$ cat src/design/rpn_ram.sv
// generic single-write, single-read ram with registered read data
module rpn_ram #(
  parameter int WIDTH = 32,
  parameter int DEPTH = 128,
  parameter int AW    = (DEPTH > 1) ? $clog2(DEPTH) : 1
) (
  input  logic             clk,
  input  logic             we,
  input  logic [AW-1:0]    waddr,
  input  logic [WIDTH-1:0] wdata,
  input  logic [AW-1:0]    raddr,
  output logic [WIDTH-1:0] rdata
);
  logic [WIDTH-1:0] mem [DEPTH];

  always_ff @(posedge clk) begin
    if (we) begin
      mem[waddr] <= wdata;
    end
    rdata <= mem[raddr];
  end
endmodule

$ cat config.mk
export PLATFORM = sky130hd
export DESIGN_NAME = rpn_ram
export DESIGN_NICKNAME = d
export VERILOG_FILES = /design/src/design/rpn_ram.sv
export SDC_FILE = /design/constraint.sdc
export NUM_CORES = 2
export LEC_CHECK = 0
export ABC_CLOCK_PERIOD_IN_PS = 3800
export BUFFER_PORTS_ARGS = -buffer_cell sky130_fd_sc_hd__buf_2
export CORE_UTILIZATION = 30
export DETAILED_ROUTE_END_ITERATION = 8
export PLACE_DENSITY = 0.43
export RECOVER_POWER = 100
export SLEW_MARGIN = 10
export SYNTH_ARGS = -nofsm -noshare
export SYNTH_HDL_FRONTEND = slang
export SYNTH_SLANG_ARGS = --single-unit
export TNS_END_PERCENT = 50
$ cat constraint.sdc
create_clock -name clk -period 3.8 [get_ports clk]
set_clock_uncertainty 0.1 [all_clocks]
set_input_delay 0 -clock clk [delete_from_list [all_inputs] [get_ports clk]]
set_output_delay 0 -clock clk [all_outputs]
set_load 0.1 [all_outputs]
# == Yosys cells after proc, flatten, opt, wreduce, memory -nomap -nowiden ==
# Memories as Yosys holds them, arrays and structs flattened. A register that Yosys moved wholly into a read port is not among the register bits.
# Cells that the tools add are included.
# totals
register_bits,0
latchBits,0
ram_bits,4096
rom_bits,0
inputBits,48
output_inout_bits,32
elab_cells,3
n_memories,1
# classes
n_addsub,0
n_mul,0
div_mod_pow,0
order_cmp,0
n_eq_ne,0
shift,0
mux,2
bitwise_logic,0
n_reduce_logical,0
# memory_table
memory,depth,width,rd,rd_ports_with_merged_regs,write_ports,line,rtl
mem,128,32,1,1,1,14,logic [WIDTH-1:0] mem [DEPTH];
# op_table
cell,n
$mux W1,2

# == Longest topological paths before layout ==
# depth
word_depth,2
mapped_depth,8
mapped_depth_nobuf,4

# == Worst setup path after synthesis ==
# OpenSTA, ideal clock, no wires.
# synth_path
path_type,input port to flip-flop
start,input we
end,memory mem[98][0] (enable)
setup_ps,461
t_arrival_ps,2778
t_required_ps,3239
slack_ps,461
stages,3
path_buffers,1
path_cell_list,clkbuf_1 > nand4_1 > nor3_1
# synth_between
elab_chain_len,2
# synth_lines
item,line,rtl
start: declaration,8,"input logic we,"
$mux W1,17,if (we) begin
$mux W1 (implied by the code),18,mem[waddr] <= wdata;
end: declaration,14,
# No other way between the ends.

# == Worst setup path after layout ==
# layout_path
start,input waddr[0]
end,memory mem[7][5] (enable)
# layout_rtl
item,line,rtl
start: declaration,9,"input logic [AW-1:0] waddr,"
# No word-level cell before the write port.

==> results.yml <==
synth:
  synth_cell_types: 17
  ys_seq_area_share_pct: 79.1
  synth_seq_cells: 4128
  syn_avg_cell_area_um2: 26.1
  synthesis.area_um2: 156000
  ys_warn_count: 0
  syn-instance-count: 5990
  syn_nets: 6038
die:
  die-area_um2: 524000
  die_h_um: 724
  core_area_um2: 518000
  die_w_um: 724
  ios: 80
  rows: 264
  initial_core_util_pct: 30.2
finish:
  area_delta_synth_final_pct: 17.0
  mostFrequentLayoutCells: "edfxtp_1, mux4_2, clkbuf_16"
  final_util_pct: 35.3
  nets: 6708
  drive_gt1_share_pct: 34.9
  final_common_cell: "edfxtp_1"
sta:
  rsz0062_at_grt: "false"
  max_freq_ghz: 0.275
  setup_viol: 0
  fin_ws_ns: 0.164
  finalSetupTns_ns: 0
  finalCriticalPeriod_ns: 3.64
  slew_violations: 4082
  max_slew.worst_pin.slew_ns: 3.78
  hold_violations: 0
  max_slew_margin_pct: -152
  finalCritPeriodShare_pct: 95.7
global_routing:
  grt_overflow_total: 0
  grt_max_degree: 129
  grt_pass1_wl_um: 663000
  track_usage_pct: 18.6
  grt_pass1_vias: 74000
  antenna_found_initial: 78
critical_path:
  arrival_ns: 4.22
  critPathMaxStageDelay_ns: 0.92
  critPathMostFrequentCell: "clkbuf_1"
  slowest_stage: "nor2_2"
  ff2ff_path_depth: 5
  required_ns: 4.39
  path_class: "in2reg"
  startpoint_type: "input pin"
  path_max_fanout: 19
  critPathTopFamily: "buffers and inverters"
  path_buf_inv: 4
  crit_chain: "dlygate4sd3_1 > clkbuf_1 > nand4_1 > clkbuf_1 > nor2_2 > clkbuf_2"
  worst-path-stages: 6
  cp-end-kind: "flop"
cts:
  cts_buffers: 437
  cts_root_buffer: "clkbuf_16"
  cts_tree: "built"
  clkLatencyLatePin_ns: 1.02
  cts_sinks: 4128
  post-cts-setup-buffers: 0
  cts_buffer_depth: 4
  clkSlewWorstSetupHoldPaths_ns: 0.06
  post_cts_resize_count: 0
  h-tree-depth: 5
outcome:
  violations: "max-capacitance violations, max-slew violations"
  status: "complete, but fails checks"
power_and_ir_drop:
  vdd_ir_drop_max_uv: 435
  p_total_mw: 98.2
  leakage_nw: 55.4
  power_density_nw_per_um2: 537
detailed_routing:
  avgViaCountPerCell: 5.12
  detail-route-antenna-nets: 0
  drt-pass1-iter-count: 5
  drc: 0
  wl_per_cell_um: 35.3
  drt-initial-drc-count: 8164
  num_vias: 71600
  wirelength_um: 493000
place:
  dpl_worst_slack_ns: 0.171
  gp_congestion: 0.772
  hpwl_um: 280000
  portBuffers: 79
run:
  drv_cap: 82
worst_hold_path:
  hp-class: "in2reg"
  hold_depth: 3
what timing repair did:
| item | in CTS | in global routing |
|---|---|---|
| setup endpoints to repair | 0 | 0 |
| hold buffers | 64 | 0 |
| endpoints found under the hold margin | 5938 | 0 |
sequential cells by signal, indices dropped and copies added, names as in the netlist:
signal  cells
mem      4096
rdata      32
stage by stage:
| stage | hold slack [ns] | instance area, µm² | cells |
|---|---|---|---|
| 2_1_floorplan | -0.00113 | 156000 | 5990 |
| 3_3_place_gp | 0.262 | 171000 | 13100 |
| 3_5_place_dp | 0.274 | 171000 | 13100 |
| 4_1_cts | 0.0125 | 185000 | 13900 |
| 5_1_grt | 0.169 | 183000 | 14000 |
| 6_report | 0.232 | 183000 | 14000 |
synthesized netlist by cell type:
| cell | number | area [µm²] |
|---|---|---|
| mux2_2 | 32 | 360 |
| nor2b_1 | 7 | 43.8 |
| nand2b_1 | 2 | 12.5 |
| mux4_2 | 1344 | 30300 |
| edfxtp_1 | 4096 | 123000 |
| nand2_1 | 14 | 52.6 |
| nand4_1 | 3 | 18.8 |
| nand3_1 | 12 | 60.1 |
| buf_2 | 79 | 395 |
| dfxtp_1 | 32 | 641 |
| nor3_1 | 9 | 45.0 |
| clkbuf_1 | 182 | 683 |
| or3_1 | 1 | 6.26 |
| nor2_1 | 122 | 458 |
| buf_1 | 50 | 188 |
| buf_4 | 3 | 22.5 |
| buf_6 | 2 | 22.5 |
power breakdown:
| part | internal [mW] | leakage [nW] | switching (mW) |
|---|---|---|---|
| combinational | 1.99 | 11.5 | 3.85 |
| sequential | 50.4 | 37.1 | 0.241 |
| clock | 23.7 | 6.79 | 18.0 |
routing by layer:
metal	vias to the layer above	part of all wire (%)	track usage (%)
met5	-	0.017	0
met4	12	2.0	3.56
met3	534	5.4	2.41
met2	2318	50	31.4
met1	40800	43	25.9
li1	27900	-	-
cells by family (layout without fill, tap and decap cells):
logic type	after synthesis	count (layout)	share of synthesized area (%)
and+or+nand+nor	170	170	0.446
muxes	1376	1376	19.6
other	0	39	0
DFF	4128	4128	79.1
buffers and inverters	316	1355	0.839
final timing paths:
check / start / endpoint / slack (ns)
max reg2reg: mem[72][26] / rdata[26] / 0.55
min reg2reg: mem[63][25] / rdata[25] / 1.05
min: raddr[5] / rdata[18] / 0.23
max: waddr[0] / mem[7][5] / 0.16
cell type report:
type / count / area, µm²
well taps: 6916 / 8650
diodes: 39 / 97.6
fillers: 47600 / 335000
clock inverters: 259 / 2160
clock buffers: 549 / 11700
multi-input cells: 1546 / 31800
flip-flops and latches: 4128 / 124000
repair buffers: 547 / 4890
worst min-delay path, delay by kind of cell:
family	cells	cell delay, ns
buffers and inverters	2	0.83
muxes	1	0.34
(Power assumes the default switching activity.)
